===== src/rtl/btk_pkg.sv =====
// ----------------------------------------------------------------------------
// btk_pkg: shared types and constants for the top-k distinct set
// Cell count, field widths, cell commands, neighbor link and control groups.
// ----------------------------------------------------------------------------
`default_nettype none

package btk_pkg;

  localparam int CAPACITY = 64;
  localparam int VALUE_W  = 32;
  localparam int COUNT_W  = $clog2(CAPACITY + 1);
  localparam int CAP_W    = 7;

  typedef enum logic [1:0] {
    OP_HOLD,
    OP_INSERT,
    OP_EVICT
  } btk_op_t;

  typedef enum logic [1:0] {
    ST_IDLE,
    ST_CMP,
    ST_UPD
  } btk_state_t;

  // what a cell shows its neighbors
  typedef struct packed {
    logic signed [VALUE_W-1:0] val;
    logic                      lt;
    logic                      occ;
  } btk_link_t;

  // broadcast from the controller to every cell
  typedef struct packed {
    logic                      cmp_en;
    btk_op_t                   op;
    logic signed [VALUE_W-1:0] value;
  } btk_ctrl_t;

endpackage

`default_nettype wire


===== src/rtl/btk_cell.sv =====
// ----------------------------------------------------------------------------
// btk_cell: one slot of the sorted chain
// Holds one value, compares it against the broadcast value, and shifts
// toward or away from the head on insert and evict.
// ----------------------------------------------------------------------------
`default_nettype none

module btk_cell (
  input  wire logic               clk,
  input  wire logic               rst,
  input  wire btk_pkg::btk_ctrl_t ctrl,
  input  wire btk_pkg::btk_link_t left,
  input  wire btk_pkg::btk_link_t right,
  output btk_pkg::btk_link_t      link,
  output logic                    eq
);
  import btk_pkg::*;

  logic signed [VALUE_W-1:0] val;
  logic signed [VALUE_W-1:0] val_next;
  logic                      lt;
  logic                      occ;

  assign link = '{val: val, lt: lt, occ: occ};

  always_comb begin
    val_next = val;
    case (ctrl.op)
      OP_INSERT: begin
        // cells above the insertion point move one slot away from the head
        if (!lt) begin
          if (left.lt) val_next = ctrl.value;
          else         val_next = left.val;
        end
      end
      OP_EVICT: begin
        // head drops out; cells below the insertion point move toward it
        if (right.lt)  val_next = right.val;
        else if (lt)   val_next = ctrl.value;
      end
      default: val_next = val;
    endcase
  end

  always_ff @(posedge clk) begin
    val <= val_next;
  end

  always_ff @(posedge clk) begin
    if (rst) begin
      occ <= 1'b0;
      lt  <= 1'b0;
      eq  <= 1'b0;
    end else begin
      if (ctrl.cmp_en) begin
        lt <= occ && (val < ctrl.value);
        eq <= occ && (val == ctrl.value);
      end
      if (ctrl.op == OP_INSERT) occ <= occ | left.occ;
    end
  end

endmodule

`default_nettype wire


===== config.mk =====
export PLATFORM = sky130hd
export DESIGN_NAME = btk_cell
export DESIGN_NICKNAME = d
export VERILOG_FILES = /design/src/rtl/btk_pkg.sv /design/src/rtl/btk_cell.sv
export SDC_FILE = /design/constraint.sdc
export NUM_CORES = 1
export LEC_CHECK = 0
export BUFFER_PORTS_ARGS = -buffer_cell sky130_fd_sc_hd__buf_4
export CAP_MARGIN = 5
export CORE_ASPECT_RATIO = 1.1
export CORE_MARGIN = 2
export CORE_UTILIZATION = 40
export CTS_CLUSTER_DIAMETER = 40
export DETAILED_ROUTE_END_ITERATION = 10
export PLACE_DENSITY = 0.71
export SETUP_SLACK_MARGIN = 0.4
export SLEW_MARGIN = 30
export SYNTH_ARGS = -nofsm -noshare
export SYNTH_HDL_FRONTEND = slang
export SYNTH_SLANG_ARGS = --single-unit

===== constraint.sdc =====
create_clock -name clk -period 10.87 [get_ports clk]
set_input_delay 2.174 -clock clk [delete_from_list [all_inputs] [get_ports clk]]
set_output_delay 2.174 -clock clk [all_outputs]
set_load 0.01 [all_outputs]

==> results.sh, run 1 <==
export IMPL_internal_power_mw=0.263
export IMPL_max_cap_violations=0
export IMPL_finalInstanceArea_mm2=0.00359
export IMPL_synthesis_area_mm2=0.00239
export IMPL_finalHoldViolCount=0
export IMPL_ir_worst_vdd_uv=58.9
export IMPL_start_util_pct=41.5
export IMPL_routed_via_density=5.25
export IMPL_insertion_delay_ps=280
export IMPL_synth_edf_count=32
export IMPL_pwr_share_clk_pct=24.6
export IMPL_tns_ps=0
export IMPL_core_area_mm2=0.00577
export IMPL_yosysTopAreaCell="edfxtp_1"
export IMPL_worstSetupPathType="input port to flop"
export IMPL_status="completed"
export IMPL_synth_top_cells_by_area="edfxtp_1, ha_1, a31oi_1, o22ai_1, inv_1"
export IMPL_cts_sinks=35
export IMPL_grt_use_total_pct=20.6
export IMPL_die_area_mm2=0.00662
export IMPL_yosysMostFrequentCell="inv_1"
export IMPL_relSlewSlack_pct=54.1
export IMPL_place_area_mm2=0.00351
export IMPL_vias=2392
export IMPL_fmax_mhz=270
export IMPL_drive_gt1_share_pct=39.3
export IMPL_combPwrFrac_pct=30.0
export IMPL_required_ps=11080
export IMPL_cts_buffer_depth=2
export IMPL_cts_tree="done"
export IMPL_hp_class="flop to flop"
export IMPL_p_leak_nw=1.69
export IMPL_switching_share_pct=28.0
export IMPL_power_density_mw_per_mm2=102
export IMPL_setup_viol=0
export IMPL_ys_async_sr_fraction_pct=0
export IMPL_cts_inserted_buffers=5
export IMPL_wl_per_cell_um=14.6
export IMPL_antenna_left=0
export IMPL_synth_cell_types=34
export IMPL_synthToLayoutAreaGrowth_pct=49.9
export IMPL_antenna_found_initial=0
export IMPL_cts_root_buf="clkbuf_8"
export IMPL_pwr_share_seq_pct=45.5
export IMPL_synth_ff_type="edfxtp_1"
export IMPL_nets=515
export IMPL_start_kind="input port"
export IMPL_clk_pin_slew_ps=70
export IMPL_hpwl_um=5140
export IMPL_worstPathArrival_ps=3920
export IMPL_end_kind="flop"
export IMPL_grt_overflow=0
export IMPL_fin_worst_skew_ps=8.03
export IMPL_io_buffers=138
export IMPL_fin_crit_sh_pct=34.1
export IMPL_cts_resized=0
export IMPL_post_cts_setup_buffers=0
export IMPL_yosysWarnings=0
export IMPL_drc=0
export IMPL_critPathMaxFanout=4
export IMPL_die_w_um=77.7
export IMPL_place_congestion=0.729
export IMPL_p_sw_mw=0.102
export IMPL_insertedDiodeCount=0
export IMPL_dr_pass1_iters=4
export IMPL_yosysTopAreaCellShare_pct=40.2
export IMPL_tightest_slew_ps=689
export IMPL_syn_inst=247
export IMPL_synth_avg_cell_area_um2=9.69
export IMPL_finalMaxSlewViolations=0
export IMPL_drtIter0Drc=70
export IMPL_routed_wl_um=6650
export IMPL_std_cell_rows=29
export IMPL_h_tree_depth=2
export IMPL_yosysSeqAreaShare_pct=42.7
export IMPL_post_route_min_period_ps=3710
export IMPL_fin_util_pct=62.2
export IMPL_ys_seq_elements=35
export IMPL_grt_max_degree=64
export IMPL_synth_commonest_cells="inv_1, a31oi_1, edfxtp_1, ha_1, o22ai_1"
export IMPL_rsz0062_at_grt="no"
export IMPL_io_pins=140
export IMPL_cts_hold_buffers=0
export IMPL_grt_pass1_wl_um=11000
export IMPL_syn_num_nets=384
export IMPL_die_h_um=85.1
export IMPL_grt_pass1_vias=2443
## sequential cells by signal, indices dropped and copies added, names as in the netlist
register and count:
lt 1, occ 1, val 32, eq 1
## worst paths after layout
check,start,end,cells after the start,slack (ps)
worst min-delay path,eq$_SDFFE_PP0P_,eq$_SDFFE_PP0P_,2,470
worst max-delay path,ctrl[31],lt$_SDFFE_PP0P_,9,7160
worst max register to register,val[31]$_DFFE_PP_,lt$_SDFFE_PP0P_,7,8760
worst min register to register,eq$_SDFFE_PP0P_,eq$_SDFFE_PP0P_,2,470
## layout by cell type (no fill, tap or decap), types with 3 or more instances in the layout
cell type / count
nand4_1: 7
buf_4: 138
clkbuf_8: 5
a21oi_1: 13
a31oi_1: 32
o21ai_0: 4
nand2_1: 9
edfxtp_1: 32
ha_1: 32
inv_1: 34
nand3_1: 5
nor2_1: 8
o22ai_1: 31
dfxtp_1: 3
## per-stage QoR
stage	std cells	hold slack, ps	total power, mW	worst slack, ps
global placement	447	463	0.274	6800
CTS	456	475	0.370	7170
finish	456	473	0.365	7160
floorplan	247	483	0.221	5830
detailed placement	448	466	0.279	6890
global route	456	523	0.390	6950
## per-layer routing
metal / wire [um] / part of all wire [%] / GRT usage [%]
met5: 0 / 0 / 0
met4: 76 / 1.1 / 5.03
met3: 540 / 8.1 / 6.70
met2: 3420 / 51 / 36.9
met1: 2610 / 39 / 23.7
## power by group through the flow
stage | registers (mW) | clock network, mW | logic, mW
finish | 0.166 | 0.0898 | 0.110
global placement | 0.169 | 0 | 0.105
global route | 0.167 | 0.0996 | 0.123
CTS | 0.166 | 0.0928 | 0.111
detailed placement | 0.169 | 0 | 0.110
floorplan | 0.174 | 0 | 0.0475
## critical path: stages
cell      delay [ps]
buf_4             80
inv_1             40
ha_1             340
nand4_1          150
nor2_1            80
a221oi_1         260
o211ai_1         170
or4b_1           510
o21ai_2          120
## cell families (layout without fill, tap and decap cells)
logic type,Yosys count,after routing,synth area share (%)
buffers and inverters,49,181,8.16
and+or+nand+nor,39,39,8.42
AOI/OAI and AO/OA,92,92,24.0
adders and majority gates,32,32,16.7
DFF,35,35,42.7
## final cells by class
cell class,count,area [um^2]
multi-input cells,163,1200
fillers,516,2180
repair buffers,139,1060
well taps,77,96.3
clock inverters,2,7.51
inverters,34,128
flip-flops and latches,35,1020
clock buffers,6,72.6
Note: power is estimated with default switching activity, not from simulation.
==> run 2: changes to the inputs <==
==> constraint.sdc (replaced) <==
create_clock -name clk -period 3.9 [get_ports clk]
set_input_delay 0.78 -clock clk [delete_from_list [all_inputs] [get_ports clk]]
set_output_delay 0.78 -clock clk [all_outputs]
set_load 0.01 [all_outputs]
==> run 2 against run 1 <==
First-iteration DRC count fell by 5.7%. Die area unchanged. Routed wire length shrank 0.98%. Register-to-register slack lost 7000 ps. Utilization up 0.15 points. Hold slack gained 13 ps. Clock power grew to 2.9 times the previous value. Sequential share of layout area shrank 0.069 points. Flip-flop and latch count is the same. Critical path type unchanged.
==> results.sh, run 2 (same netlist as run 1, synthesis figures left out) <==
export IMPL_status="completed"
export IMPL_tightest_slew_ps=644
export IMPL_drc=0
export IMPL_die_area_mm2=0.00662
export IMPL_cts_resized=0
export IMPL_grt_overflow=0
export IMPL_tns_ps=0
export IMPL_insertedDiodeCount=0
export IMPL_critPathMaxFanout=3
export IMPL_relSlewSlack_pct=56.9
export IMPL_post_cts_setup_buffers=0
export IMPL_fillers=489
export IMPL_top_register="val"
export IMPL_post_route_min_period_ps=2340
export IMPL_cts_buffer_depth=2
export IMPL_hp_class="flop to flop"
export IMPL_p_sw_mw=0.285
export IMPL_routed_wl_um=6580
export IMPL_grt_use_total_pct=20.2
export IMPL_required_ps=4130
export IMPL_ir_worst_vdd_uv=176
export IMPL_grt_pass1_wl_um=10700
export IMPL_vias=2407
export IMPL_setup_viol=0
export IMPL_cts_tree="done"
export IMPL_cts_hold_buffers=0
export IMPL_drive_gt1_share_pct=39.9
export IMPL_r2r_setup_slack_ps=1760
export IMPL_r2r_start="val[30]$_DFFE_PP_"
export IMPL_pwr_share_seq_pct=45.3
export IMPL_worstHoldStart="eq$_SDFFE_PP0P_"
export IMPL_pwr_share_clk_pct=25.1
export IMPL_rsz0062_at_grt="no"
export IMPL_insertion_delay_ps=290
export IMPL_finalMaxSlewViolations=0
export IMPL_io_pins=140
export IMPL_cts_sinks=35
export IMPL_combPwrFrac_pct=29.6
export IMPL_place_congestion=0.724
export IMPL_reg2reg_to="lt$_SDFFE_PP0P_"
export IMPL_grt_pass1_vias=2375
export IMPL_wl_per_cell_um=14.4
export IMPL_reg2regPathDepth=7
export IMPL_cts_inserted_buffers=5
export IMPL_hpwl_um=5180
export IMPL_synthToLayoutAreaGrowth_pct=50.3
export IMPL_drtIter0Drc=66
export IMPL_fin_crit_sh_pct=59.9
export IMPL_final_cell_mix="buf_4, inv_1, a31oi_1, ha_1, edfxtp_1"
export IMPL_end_kind="flop"
export IMPL_fin_util_pct=62.3
export IMPL_internal_power_mw=0.737
export IMPL_std_cell_rows=29
export IMPL_routed_via_density=5.26
export IMPL_fin_worst_skew_ps=4.66
export IMPL_fmax_mhz=428
export IMPL_io_buffers=138
export IMPL_cp_endpoint="lt$_SDFFE_PP0P_"
export IMPL_dr_pass1_iters=4
export IMPL_core_area_mm2=0.00577
export IMPL_p_leak_nw=1.69
export IMPL_largest_reg_flops=32
export IMPL_grt_max_degree=45
export IMPL_nets=517
export IMPL_cts_root_buf="clkbuf_8"
export IMPL_worstSetupPathType="input port to flop"
export IMPL_antenna_found_initial=0
export IMPL_start_kind="input port"
export IMPL_power_density_mw_per_mm2=284
export IMPL_die_h_um=85.1
export IMPL_h_tree_depth=2
export IMPL_mostFrequentLayoutCell="buf_4"
export IMPL_start_util_pct=41.5
export IMPL_clk_pin_slew_ps=70
export IMPL_max_cap_violations=0
export IMPL_die_w_um=77.7
export IMPL_finalHoldViolCount=0
export IMPL_antenna_left=0
export IMPL_switching_share_pct=27.9
export IMPL_worstPathArrival_ps=2570
export IMPL_crit_start="ctrl[30]"
run 2: layout make-up:
| type | count | area [um^2] | share of cell area [%] |
|---|---|---|---|
| Timing Repair Buffer | 141 | 1080 | 30.0 |
| Tap cell | 77 | 96.3 | 2.68 |
| Clock buffer | 7 | 76.3 | 2.12 |
| Clock inverter | 1 | 5.00 | 0.139 |
| Multi-Input combinational cell | 163 | 1190 | 33.1 |
| Sequential cell | 35 | 1020 | 28.4 |
| Inverter | 34 | 128 | 3.55 |
run 2: per-stage QoR:
step / cells / hold WS, ps / area, um^2 / setup WS, ps / total power, mW
2_1_floorplan: 247 / 483 / 2390 / 1120 / 0.616
3_3_place_gp: 449 / 464 / 3490 / 1350 / 0.765
3_5_place_dp: 450 / 471 / 3510 / 1280 / 0.777
4_1_cts: 458 / 481 / 3590 / 1570 / 1.03
5_1_grt: 458 / 531 / 3590 / 1400 / 1.09
6_report: 458 / 486 / 3590 / 1560 / 1.02
run 2: power groups by stage:
stage / Combinational (mW) / Sequential, mW / Clock (mW)
floorplan: 0.133 / 0.483 / 0
global placement: 0.294 / 0.470 / 0
detailed placement: 0.305 / 0.471 / 0
CTS: 0.307 / 0.463 / 0.264
global route: 0.338 / 0.467 / 0.281
finish: 0.303 / 0.463 / 0.256
run 2: worst min-delay path by stage:
stage,to,slack (ps),cells after the start
floorplan,eq$_SDFFE_PP0P_,480,2
global placement,eq$_SDFFE_PP0P_,460,2
detailed placement,eq$_SDFFE_PP0P_,470,2
CTS,eq$_SDFFE_PP0P_,480,2
global route,eq$_SDFFE_PP0P_,530,2
finish,eq$_SDFFE_PP0P_,490,2
run 2: per-layer routing:
layer	track usage, %	vias up	routed length, um	share of wire (%)
met4	5.03	0	82	1.2
met3	5.96	7	529	8.0
li1	-	1224	-	-
met1	24.5	1086	2690	41
met2	35.1	90	3280	50
met5	0	-	0	0
run 2: worst max-delay path: stages:
cell      delay (ps)
buf_4             90
inv_1             30
ha_1             320
a21oi_1          160
nand2_1           70
a221oi_1         290
o211ai_1         180
or4b_1           530
o21ai_2          120
